`src/rtl/nnd_pkg.sv`:
```
`default_nettype none
package nnd_pkg;

   localparam int PACKET_BYTES = 1024;
   localparam int PKT_AW       = $clog2(PACKET_BYTES);
   localparam int OFF_W        = PKT_AW + 1;
   localparam int SCOPE_BYTES  = 64;
   localparam int SCOPE_AW     = $clog2(SCOPE_BYTES);
   localparam int SN_W         = SCOPE_AW + 1;
   localparam int MAX_HOPS     = 10;
   localparam int HOP_W        = $clog2(MAX_HOPS + 1);
   localparam int LABEL_LIMIT  = 10;
   localparam int LBL_W        = $clog2(LABEL_LIMIT + 1);
   localparam int NAME_BYTES   = 16;
   localparam int QDEPTH       = 2;
   localparam int QPTR_W       = $clog2(QDEPTH);
   localparam int REQ_W        = 32;
   localparam int RSP_W        = 168;

   localparam logic [7:0] CHAR_A     = 8'h41;
   localparam logic [7:0] CHAR_SPACE = 8'h20;
   localparam logic [7:0] CHAR_DOT   = 8'h2E;
   localparam logic [1:0] PTR_MARK   = 2'b11;

   localparam logic CMD_LOAD   = 1'b0;
   localparam logic CMD_DECODE = 1'b1;

   typedef struct packed {
      logic        cmd;
      logic [9:0]  position;
      logic [7:0]  byte_value;
      logic [10:0] packet_length;
   } nnd_req_type;

   typedef enum logic [4:0] {
      ST_IDLE,
      ST_F_HEAD,
      ST_F_CHK,
      ST_F_PTR,
      ST_N_LEN,
      ST_N_RD1,
      ST_N_RD2,
      ST_N_PAIR,
      ST_N_END,
      ST_STRIP,
      ST_S_HEAD,
      ST_S_CHK,
      ST_S_LEN,
      ST_S_RD,
      ST_S_CPY,
      ST_E_RD,
      ST_E_OUT,
      ST_SUM
   } nnd_state_type;

endpackage
`default_nettype wire

```
`src/rtl/nnd_front.sv`:
```
`default_nettype none
module nnd_front (
   input  wire logic                 clock,
   input  wire logic                 reset,
   input  wire logic                 req_tvalid,
   output logic                      req_tready,
   // fields from bit 0: position[9:0], byte_value[17:10], packet_length[28:18], zero pad
   input  wire logic [nnd_pkg::REQ_W-1:0] req_tdata,
   // fields: cmd
   input  wire logic                 req_tuser,
   output logic                      q_valid,
   output nnd_pkg::nnd_req_type      q_item,
   input  wire logic                 q_pop
);

   nnd_pkg::nnd_req_type                 entry_ff [nnd_pkg::QDEPTH];
   nnd_pkg::nnd_req_type                 item_in;
   logic [nnd_pkg::QPTR_W-1:0]           wr_ptr_ff, wr_ptr_in, rd_ptr_ff, rd_ptr_in;
   logic [nnd_pkg::QPTR_W:0]             count_ff, count_in;
   logic                                 push;
   logic [10:0]                          len_raw;

   assign req_tready = count_ff < (nnd_pkg::QPTR_W + 1)'(nnd_pkg::QDEPTH);
   assign push       = req_tvalid && req_tready;
   assign q_valid    = count_ff != '0;
   assign q_item     = entry_ff[rd_ptr_ff];

   // The length is saturated here so that the engine only sees usable bounds.
   always_comb begin
      len_raw                = req_tdata[28:18];
      item_in.cmd            = req_tuser;
      item_in.position       = req_tdata[9:0];
      item_in.byte_value     = req_tdata[17:10];
      item_in.packet_length  = (len_raw > 11'(nnd_pkg::PACKET_BYTES)) ?
                               11'(nnd_pkg::PACKET_BYTES) : len_raw;
   end

   always_comb begin
      wr_ptr_in = push  ? wr_ptr_ff + 1'b1 : wr_ptr_ff;
      rd_ptr_in = q_pop ? rd_ptr_ff + 1'b1 : rd_ptr_ff;
      count_in  = count_ff + (nnd_pkg::QPTR_W + 1)'(push) - (nnd_pkg::QPTR_W + 1)'(q_pop);
   end

   always_ff @(posedge clock) begin
      if (reset) begin
         wr_ptr_ff <= '0;
         rd_ptr_ff <= '0;
         count_ff  <= '0;
      end else begin
         wr_ptr_ff <= wr_ptr_in;
         rd_ptr_ff <= rd_ptr_in;
         count_ff  <= count_in;
      end
   end

   always_ff @(posedge clock) begin
      if (push) begin
         entry_ff[wr_ptr_ff] <= item_in;
      end
   end

endmodule
`default_nettype wire

```
`config.mk`:
```
export PLATFORM = sky130hd
export DESIGN_NAME = nnd_front
export DESIGN_NICKNAME = d
export VERILOG_FILES = /design/src/rtl/nnd_pkg.sv /design/src/rtl/nnd_front.sv
export SDC_FILE = /design/constraint.sdc
export NUM_CORES = 1
export LEC_CHECK = 0
export BUFFER_PORTS_ARGS = -buffer_cell sky130_fd_sc_hd__buf_2
export CAP_MARGIN = 20
export CORE_ASPECT_RATIO = 0.5
export CORE_MARGIN = 1.5
export CORE_UTILIZATION = 35
export DETAILED_ROUTE_END_ITERATION = 8
export GPL_ROUTABILITY_DRIVEN = 0
export HOLD_SLACK_MARGIN = 0.1
export SLEW_MARGIN = 20
export SYNTH_ARGS = -nofsm -noshare
export SYNTH_HDL_FRONTEND = slang
export SYNTH_SLANG_ARGS = --single-unit
```
`constraint.sdc`:
```
create_clock -name clock -period 5.8 [get_ports clock]
set_input_delay 0.29 -clock clock [delete_from_list [all_inputs] [get_ports clock]]
set_output_delay 0.29 -clock clock [all_outputs]
set_load 0.02 [all_outputs]
```
# Word-level counts from Yosys, hierarchy flattened
# Memory sizes are Yosys's and may differ from the RTL's. A register that Yosys moved wholly into a read port is not among the register bits.
# Cells that the tools add are included.
# op_classes
order_cmp,2
reduce_logical,2
mux,5
add_sub_neg,4
# op_table
operator,n
$gt A11 B11 Y1 const B,1
$mux W11,1
$mux W1,4
$add A1 B1 Y1 const B,2
$add A2 B1 Y2,1
$lt A2 B2 Y1 const B,1
$reduce_bool A2 Y1,1
$sub A2 B1 Y2,1
$logic_and A1 B1 Y1,1
# totals
elab_cells,17
out_inout_bits,32
regBits,4
inputBits,37
mem_count,1
mem_bits_rw,60
# memory_table
memory,words,width,read_ports,rd_ports_with_merged_regs,write_ports,line_no,rtl
entry_ff,2,30,1,1,1,nnd_front.sv:16,nnd_pkg::nnd_req_type entry_ff [nnd_pkg::QDEPTH];

# Depth between registers and ports, before layout
# Gate-level depths: netlist of the first run.
# depth
word_depth,4
depth_mapped,7
ltp_nobuf,7

# Worst setup path before layout of the first run
# OpenSTA, ideal clock, no wires.
# synth_path
path_kind,register -> register
from,reg count_ff[1] (netlist bit)
to,mem entry_ff[0][0] (netlist bit) (enable)
period_less_slack_ps,2176
required_time_ps,5383
arrival_ps,1759
path_stages_with_launch,3
setup_time_ps,417
n_path_buf,0
slack_ps,3624
cell_sequence,dfxtp_1 nand2b_1 nor2_1
# synth_between
elab_chain_cells,4
# synth_lines
item,line_no,rtl
"start, declared",nnd_front.sv:19,"logic [nnd_pkg::QPTR_W:0] count_ff, count_in;"
"start signal, assigned",nnd_front.sv:52,count_ff <= count_in;
$lt A2 B2 Y1,nnd_front.sv:23,assign req_tready = count_ff < (nnd_pkg::QPTR_W + 1)'(nnd_pkg::QDEPTH);
$logic_and A1 B1 Y1,nnd_front.sv:24,assign push = req_tvalid && req_tready;
$mux W1,nnd_front.sv:57,if (push) begin
$mux W1 (implied by the code),nnd_front.sv:58,entry_ff[wr_ptr_ff] <= item_in;
"end, declared",nnd_front.sv:16,
# Every way passes these cells.

==> metrics.md, run 1 <==
| Metric | Value |
|---|---|
| Non-filler cells in the finished layout | `296` |
| Leak | `1.33 nW` |
| Hold_buf cts | `0` |
| Residual DRC | `0` |
| Min Tclk post-route | `2150 ps` |
| Synth Register Bits | `65` |
| Worst VDD drop | `0.198 mV` |
| Pwr dens | `449 nW/µm²` |
| Final worst setup slack | `3650 ps` |
| Pin count of the biggest net entering global routing | `31` |
| RSZ-0062 raised after global routing | `false` |
| Layout cells sized above 1 | `54.9%` |
| Synth Area per Inst | `20.2 µm²` |
| Area of the core | `6880 µm²` |
| Final Util | `47.7%` |
| Router iterations before antenna repair | `3` |
| DRT antenna net count | `0` |
| Max clock buf depth | `2` |
| Critical path class | `reg2out` |
| Critical Path Sink Type | `output port` |
| Ant. Diodes | `0` |
| Crit-path max FO | `30` |
| Hold violation count in the final report | `0` |
| Tcrit/Tclk final | `37.1%` |
| CTS H-tree depth | `3` |
| Grt ovf | `0` |
| Ports | `69` |
| Initial Util | `37.3%` |
| PortBufs | `65` |
| Max Cap Violations | `0` |
| CP Data Arrival Time | `1860 ps` |
| Setup TNS Final | `0 ps` |
| Final WL | `4.27 mm` |
| Post-CTS Resized | `0` |
| Die Width | `124 µm` |
| Cts bufs inserted | `9` |
| Setup WS pre-CTS | `3940 ps` |
| Status | `finished, final reports clean` |
| First-pass GRT wire length | `6.73 mm` |
| Worst-Margin Slew | `1050 ps` |
| Fin Clk Skew | `3.44 ps` |
| Root Buffer | `clkbuf_16` |
| Clock latency on the worst-skew pair | `320 ps` |
| Vias in the first global route | `1349` |
| Worst endpoint required time | `5510 ps` |
| CTS clk-pin slew, worst paths | `50 ps` |
| Synthesized instance count | `127` |
| Die height | `63.6 µm` |
| Netlist cell types | `15` |
| Via count | `1312` |
| TritonCTS clock tree | `yes` |
| Synth warn | `0` |
| DIE AREA | `7900 µm²` |
| Slew headroom | `30.2%` |
| Max Fclk | `465 MHz` |
| Starting DRT DRC Count | `39` |
| DPL Wire Length | `2.80 mm` |
| Seq/Total Area, Yosys | `74.0%` |
| FP Rows | `21` |
| Overall routing resource usage | `12.1%` |
| Post-synthesis net count | `166` |
| Area grow syn2layout | `27.8%` |
| Clock sink count | `65` |
| Dpl cells | `280` |
| Drt wl/cell | `14.4 µm` |
| Initial antenna violation count | `0` |
| Via/cell ratio | `4.43` |
| Startpoint Class | `flop` |
| # nets final | `238` |
| Final setup fails | `0` |
| Hold Path Class | `in2reg` |
| Setup Fix Bufs, Post-CTS | `0` |
| Slew Viols, Final | `0` |
| Post-Syn Area | `2570 µm²` |
-- metal layers --
metal	global-route usage (%)	vias up	wire length [µm]
li1	-	620	-
met1	13.3	653	1740
met2	20.3	32	2260
met3	4.62	7	216
met4	6.39	0	55
met5	0	-	0
-- sequential cells by signal (all words and copies together) (netlist names), named ones only --
name / cells
wr_ptr_ff: 1
rd_ptr_ff: 1
count_ff: 2
entry_ff: 60
-- power breakdown --
| group | total [mW] | internal, mW | switching (mW) |
|---|---|---|---|
| sequential | 0.648 | 0.613 | 0.0351 |
| clock | 0.528 | 0.354 | 0.174 |
| combinational | 0.299 | 0.133 | 0.166 |
-- path summary, 6_finish.rpt --
kind | start | end | slack [ps] | depth (start not counted)
worst max-delay path | flop | q_item[26] | 3650 | 2
worst min-delay path | req_tdata[10] | entry_ff[0][11] | 160 | 1
worst max register to register | count_ff[1] | entry_ff[1][4] | 4100 | 3
worst min register to register | rd_ptr_ff | rd_ptr_ff | 510 | 2
-- logic make-up after synthesis --
logic type,Yosys count,synth area share (%)
flip-flops,65,74.0
XOR/XNOR,4,1.36
adder cells (fa/ha/maj),2,0.974
AND/OR/NAND/NOR,19,4.24
multiplexers,30,17.5
buffers and inverters,7,1.90
-- layout by cell type, fill, tap and decap left out --
| master | netlist | routed |
|---|---|---|
| clkinv_1 | 0 | 1 |
| clkbuf_8 | 0 | 2 |
| clkinv_2 | 0 | 1 |
| clkbuf_1 | 2 | 2 |
| nor2_4 | 0 | 1 |
| xnor2_1 | 3 | 3 |
| clkbuf_16 | 0 | 9 |
| or2_2 | 1 | 1 |
| and2b_1 | 2 | 2 |
| nor2b_1 | 9 | 9 |
| nand2b_1 | 1 | 1 |
| inv_1 | 2 | 2 |
| mux2_4 | 30 | 30 |
| nor2_1 | 5 | 4 |
| buf_4 | 0 | 1 |
| bufinv_16 | 0 | 1 |
| buf_2 | 0 | 65 |
| and3_1 | 1 | 1 |
| ha_1 | 2 | 2 |
| edfxtp_1 | 60 | 60 |
| dfxtp_2 | 0 | 1 |
| xor2_1 | 1 | 1 |
| dfxtp_1 | 5 | 4 |
-- critical path: stages, from the launching register on --
cell	delay [ps]
dfxtp_2	1020
mux2_4	360
buf_2	160
-- per-stage QoR --
| step | hold WS, ps | instance area [µm²] | power [mW] |
|---|---|---|---|
| floorplan | 362 | 2570 | 0.866 |
| global placement | 479 | 2990 | 0.952 |
| detailed placement | 483 | 2990 | 0.965 |
| CTS | 145 | 3280 | 1.50 |
| global route | 148 | 3280 | 1.55 |
| finish | 158 | 3280 | 1.47 |
-- cell type report --
class	count	area, µm²
timing repair buffer	66	333
tap	92	115
clock buffer	13	260
multi-input combinational	55	627
clock inverter	3	38.8
fill	635	3600
inverter	2	7.51
sequential	65	1900
-- cell usage after synthesis --
cell      count  area share [%]
clkbuf_1      2            0.29
nand2b_1      1            0.24
inv_1         2            0.29
nor2b_1       9             2.2
ha_1          2            0.97
and2b_1       2            0.58
xor2_1        1            0.34
nor2_1        5            0.73
and3_1        1            0.24
edfxtp_1     60              70
xnor2_1       3             1.0
dfxtp_1       5             3.9
buf_6         3             1.3
mux2_4       30              18
or2_2         1            0.24
No activity file was read; power rests on OpenSTA's default activity.
==> run 2, diff against run 1 <==
==> constraint.sdc (replaced) <==
create_clock -name clock -period 2 [get_ports clock]
set_input_delay 0.1 -clock clock [delete_from_list [all_inputs] [get_ports clock]]
set_output_delay 0.1 -clock clock [all_outputs]
set_load 0.02 [all_outputs]
==> run 2 against run 1 <==
Effect of this change:
- largest power group unchanged
- total power increased to 2.9 times the previous value
- largest cell class unchanged
- routed wire length shrank 5.2%
- die area unchanged
- critical path type unchanged
- core utilization grew 3.9 points
- global-route usage down 0.81 points
==> metrics.md, run 2 (synthesis gave the netlist of run 1 again) <==
| Metric | Value |
|---|---|
| # nets final | `266` |
| WHS | `121 ps` |
| Clock latency on the worst-skew pair | `320 ps` |
| Min Tclk post-route | `1490 ps` |
| Hold Startpoint | `req_tdata[20]` |
| Pwr dens | `1190 nW/µm²` |
| Tcrit/Tclk final | `74.7%` |
| Fin Clk Skew | `5.56 ps` |
| Startpoint Class | `flop` |
| Non-filler cells in the finished layout | `324` |
| Max Fclk | `670 MHz` |
| FP Rows | `21` |
| Critical-path cell list | `buf_12, mux2_4, buf_2` |
| Overall routing resource usage | `11.3%` |
| Starting DRT DRC Count | `41` |
| Worst-Margin Slew | `238 ps` |
| CTS clk-pin slew, worst paths | `50 ps` |
| Hold violation count in the final report | `0` |
| Slowest stage cell, crit path | `dfxtp_2` |
| Hold Path Class | `in2reg` |
| Top reg by flops | `entry_ff` |
| Cts bufs inserted | `9` |
| Die Width | `124 µm` |
| Slew headroom | `84.2%` |
| Max clock buf depth | `2` |
| FF-to-FF path depth | `7` |
| DRT antenna net count | `0` |
| DPL Wire Length | `2.73 mm` |
| Total Power | `4.24 mW` |
| Grt ovf | `0` |
| Crit-path max FO | `30` |
| Ports | `69` |
| Final Util | `51.6%` |
| Hold path cells | `2` |
| Initial Util | `37.3%` |
| Initial antenna violation count | `0` |
| Worst R2R Start | `count_ff[1]` |
| RSZ-0062 raised after global routing | `false` |
| First-pass GRT wire length | `6.39 mm` |
| Via count | `1342` |
| Drt wl/cell | `12.5 µm` |
| Critical Path Sink Type | `output port` |
| CP Data Arrival Time | `1390 ps` |
| Setup TNS Final | `0 ps` |
| Max reg flops | `60` |
| Largest registers | `entry_ff (60), count_ff (2)` |
| Via/cell ratio | `4.14` |
| PortBufs | `65` |
| Max Cap Violations | `0` |
| Final setup fails | `0` |
| TritonCTS clock tree | `yes` |
| Worst endpoint required time | `1900 ps` |
| Root Buffer | `clkbuf_16` |
| Pin count of the biggest net entering global routing | `31` |
| Commonest non-fill, non-tap cell in the layout | `buf_2` |
| Status | `finished, final reports clean` |
| Area grow syn2layout | `38.3%` |
| Final WL | `4.05 mm` |
| Dpl cells | `284` |
| Clock sink count | `65` |
| Ant. Diodes | `0` |
| Slew Viols, Final | `0` |
| Die height | `63.6 µm` |
| Worst reg2reg setup slack | `540 ps` |
| Setup Fix Bufs, Post-CTS | `0` |
| Residual DRC | `0` |
| Vias in the first global route | `1367` |
| Critical path class | `reg2out` |
| Most frequent cells in the layout | `buf_2, edfxtp_1, mux2_4` |
| Layout cells sized above 1 | `51.3%` |
| Router iterations before antenna repair | `3` |
| DIE AREA | `7900 µm²` |
| Area of the core | `6880 µm²` |
| WHS Endpoint | `entry_ff[1][2]` |
| CTS H-tree depth | `3` |
| Leak | `1.45 nW` |
| Worst VDD drop | `0.420 mV` |
| Slowest cell delay on critical path | `330 ps` |
| Worst r2r dst | `count_ff[1]` |
-- run 2: cell types whose count changed in the layout (fill, tap and decap cells not counted), sizes merged --
cell,delta
buf,+4
clkinvlp,+1
clkinv,+2
bufinv,-1
clkbuf,-2
dlygate4sd3,+24
-- run 2: how the worst max path moves through the flow --
stage	start	endpoint	slack, ps	cells after the start
6_report	flop	q_item[11]	510	3
3_3_place_gp	count_ff[1]	count_ff[1]	570	7
3_5_place_dp	count_ff[1]	count_ff[1]	530	7
2_1_floorplan	count_ff[1]	entry_ff[1][0]	290	2
5_1_grt	count_ff[1]	count_ff[1]	410	7
4_1_cts	flop	q_item[11]	480	3
-- run 2: final cells by class --
cell class | instances | area [µm²]
clock buffer | 11 | 264
sequential | 65 | 1900
fill | 597 | 3330
clock inverter | 5 | 27.5
inverter | 2 | 7.51
timing repair buffer | 94 | 616
tap | 92 | 115
multi-input combinational | 55 | 622
-- run 2: what timing repair did --
action | 4_1_cts | 5_1_grt
resized for setup | 0 | 0
hold buffers | 24 | 0
hold endpoints to repair | 47 | 0
-- run 2: power by group --
part / leakage, nW / switching (mW) / total (mW) / internal [mW]
sequential: 0.604 / 0.0622 / 1.83 / 1.77
clock: 0.146 / 0.518 / 1.45 / 0.936
combinational: 0.700 / 0.513 / 0.954 / 0.441
-- run 2: metrics by stage --
| step | setup slack (ps) | cell area [µm²] |
|---|---|---|
| 2_1_floorplan | 295 | 2570 |
| 3_3_place_gp | 566 | 3020 |
| 3_5_place_dp | 527 | 3020 |
| 4_1_cts | 475 | 3550 |
| 5_1_grt | 415 | 3550 |
| 6_report | 506 | 3550 |
-- run 2: metal layers --
layer	global-route usage [%]	vias up	part of all wire (%)
met5	0	-	0
met4	5.97	0	1.8
met3	4.35	7	4.2
met2	18.8	27	52
met1	12.6	635	42
li1	-	673	-
-- run 2: critical path: cells and delay by family (launching register included) --
family	cells	cell delay, ps
DFF	1	330
buffers and inverters	2	400
muxes	1	330
==> run 3, diff against run 2 <==
==> constraint.sdc (replaced) <==
create_clock -name clock -period 1.5 [get_ports clock]
set_input_delay 0.075 -clock clock [delete_from_list [all_inputs] [get_ports clock]]
set_output_delay 0.075 -clock clock [all_outputs]
set_load 0.02 [all_outputs]
==> run 3 against run 2 <==
Effect of this change:
- non-clock buffer count grew 9
- clock skew grew 1.1 ps
- first-iteration DRC count grew 54%
- core utilization grew 1.4 points
- critical path depth is the same
- die area is the same
==> metrics.md, run 3 (synthesis gave the netlist of run 1 again) <==
| Metric | Value |
|---|---|
| WHS Endpoint | `entry_ff[0][6]` |
| Drt wl/cell | `13.3 µm` |
| Clock power frac | `32.9%` |
| TritonCTS clock tree | `yes` |
| Dpl cells | `287` |
| Starting DRT DRC Count | `63` |
| Worst Path Buf+Inv | `2` |
| Vias in the first global route | `1526` |
| Overall routing resource usage | `12.6%` |
| Commonest non-fill, non-tap cell in the layout | `buf_2` |
| Most frequent cells in the layout | `buf_2, edfxtp_1, mux2_4, dlygate4sd3_1` |
| FP Rows | `21` |
| Layout cells sized above 1 | `51.5%` |
| Router iterations before antenna repair | `4` |
| PortBufs | `65` |
| Pwr dens | `1560 nW/µm²` |
| Critical Path Sink Type | `output port` |
| Max clock buf depth | `2` |
| Max reg flops | `60` |
| Grt ovf | `0` |
| Ant. Diodes | `0` |
| Final Util | `53.0%` |
| Startpoint Class | `flop` |
| Root Buffer | `clkbuf_16` |
| Worst endpoint required time | `1420 ps` |
| Final WL | `4.44 mm` |
| Residual DRC | `0` |
| Via count | `1439` |
| Hold violation count in the final report | `0` |
| CP Data Arrival Time | `1370 ps` |
| Ports | `69` |
| Top reg by flops | `entry_ff` |
| Clock sink count | `65` |
| Die Width | `124 µm` |
| DIE AREA | `7900 µm²` |
| Critical path class | `reg2out` |
| FF-to-FF path depth | `7` |
| Leak | `1.49 nW` |
| Area of the core | `6880 µm²` |
| Critical-path cell list | `buf_12, mux2_4, buf_2` |
| Delay-heaviest family, CP | `flip-flops` |
| Area grow syn2layout | `42.1%` |
| Status | `finished, final reports clean` |
| Worst-Margin Slew | `254 ps` |
| First-pass GRT wire length | `6.92 mm` |
| Tcrit/Tclk final | `96.4%` |
| Die height | `63.6 µm` |
| DRT antenna net count | `0` |
| Setup Fix Bufs, Post-CTS | `0` |
| Setup TNS Final | `0 ps` |
| Fill count | `598` |
| P_int | `4.21 mW` |
| Sequential Power Share | `43.2%` |
| Cts bufs inserted | `9` |
| RSZ-0062 raised after global routing | `false` |
| Slew Viols, Final | `0` |
| CTS clk-pin slew, worst paths | `50 ps` |
| Final setup fails | `0` |
| Min Tclk post-route | `1450 ps` |
| CTS H-tree depth | `3` |
| Via/cell ratio | `4.32` |
| Switching Share | `26.0%` |
| Max Cap Violations | `0` |
| Slowest stage cell, crit path | `dfxtp_2` |
| Max Fclk | `692 MHz` |
| Slew headroom | `83.0%` |
| Slowest cell delay on critical path | `370 ps` |
| Worst r2r dst | `count_ff[1]` |
| Worst VDD drop | `0.640 mV` |
| # nets final | `275` |
| Fin Clk Skew | `6.62 ps` |
| DPL Wire Length | `2.97 mm` |
| Total Power | `5.69 mW` |
| Hold Startpoint | `req_tdata[24]` |
| Combinational power share | `23.8%` |
| Sw Pwr | `1.48 mW` |
| Clock latency on the worst-skew pair | `330 ps` |
| Largest registers | `entry_ff (60), count_ff (2)` |
| Hold Path Class | `in2reg` |
| Initial Util | `37.3%` |
| Hold path cells | `2` |
| Pin count of the biggest net entering global routing | `19` |
| Initial antenna violation count | `0` |
| Worst R2R Start | `count_ff[1]` |
| Worst reg2reg setup slack | `100 ps` |
| Non-filler cells in the finished layout | `333` |
| Crit-path max FO | `16` |
-- run 3: cell types whose count changed in the layout (fill, tap and decap cells not counted), sizes merged --
| cell | change |
|---|---|
| buf | +3 |
| dlygate4sd3 | +6 |
| clkbuf | +2 |
| clkinvlp | -1 |
| clkinv | -1 |
-- run 3: cell type report --
| cell class | count | area, µm² | area share [%] |
|---|---|---|---|
| flip-flops and latches | 65 | 1900 | 52.2 |
| repair buffers | 103 | 711 | 19.5 |
| multi-input cells | 55 | 638 | 17.5 |
| clock buffers | 13 | 260 | 7.13 |
| well taps | 92 | 115 | 3.15 |
| clock inverters | 3 | 15.0 | 0.411 |
| inverters | 2 | 7.51 | 0.206 |
-- run 3: routing by layer --
| layer | global-route usage, % | routed length, µm |
|---|---|---|
| met1 | 12.7 | 1760 |
| met2 | 21.6 | 2430 |
| met3 | 7.70 | 247 |
| met4 | 4.26 | 5 |
| met5 | 0 | 0 |
-- run 3: repair_timing --
item                       in CTS  in global routing
hold endpoints to repair       61                  0
gates resized for setup         0                  3
hold buffers                   30                  0
setup endpoints to repair       0                  1
-- run 3: power by group through the flow --
| stage | registers (mW) | clock network, mW | logic, mW |
|---|---|---|---|
| 2_1_floorplan | 2.47 | 0 | 0.887 |
| 3_3_place_gp | 2.47 | 0 | 1.28 |
| 3_5_place_dp | 2.49 | 0 | 1.30 |
| 4_1_cts | 2.46 | 1.93 | 1.37 |
| 5_1_grt | 2.49 | 2.01 | 1.46 |
| 6_report | 2.46 | 1.87 | 1.36 |
-- run 3: stage by stage --
stage / instance area [µm²] / setup WS (ps) / hold slack, ps
floorplan: 2580 / 66.1 / 147
global placement: 3060 / 124 / 264
detailed placement: 3060 / 68.0 / 270
CTS: 3640 / 34.2 / 110
global route: 3650 / 9.66 / 108
finish: 3650 / 54.4 / 118
-- run 3: how the worst max path moves through the flow --
stage	end	slack, ps	cells after the start
floorplan	count_ff[1]	70	7
global placement	count_ff[1]	120	7
detailed placement	count_ff[1]	70	7
CTS	q_item[12]	30	3
global route	q_item[12]	10	3
finish	q_item[24]	50	3
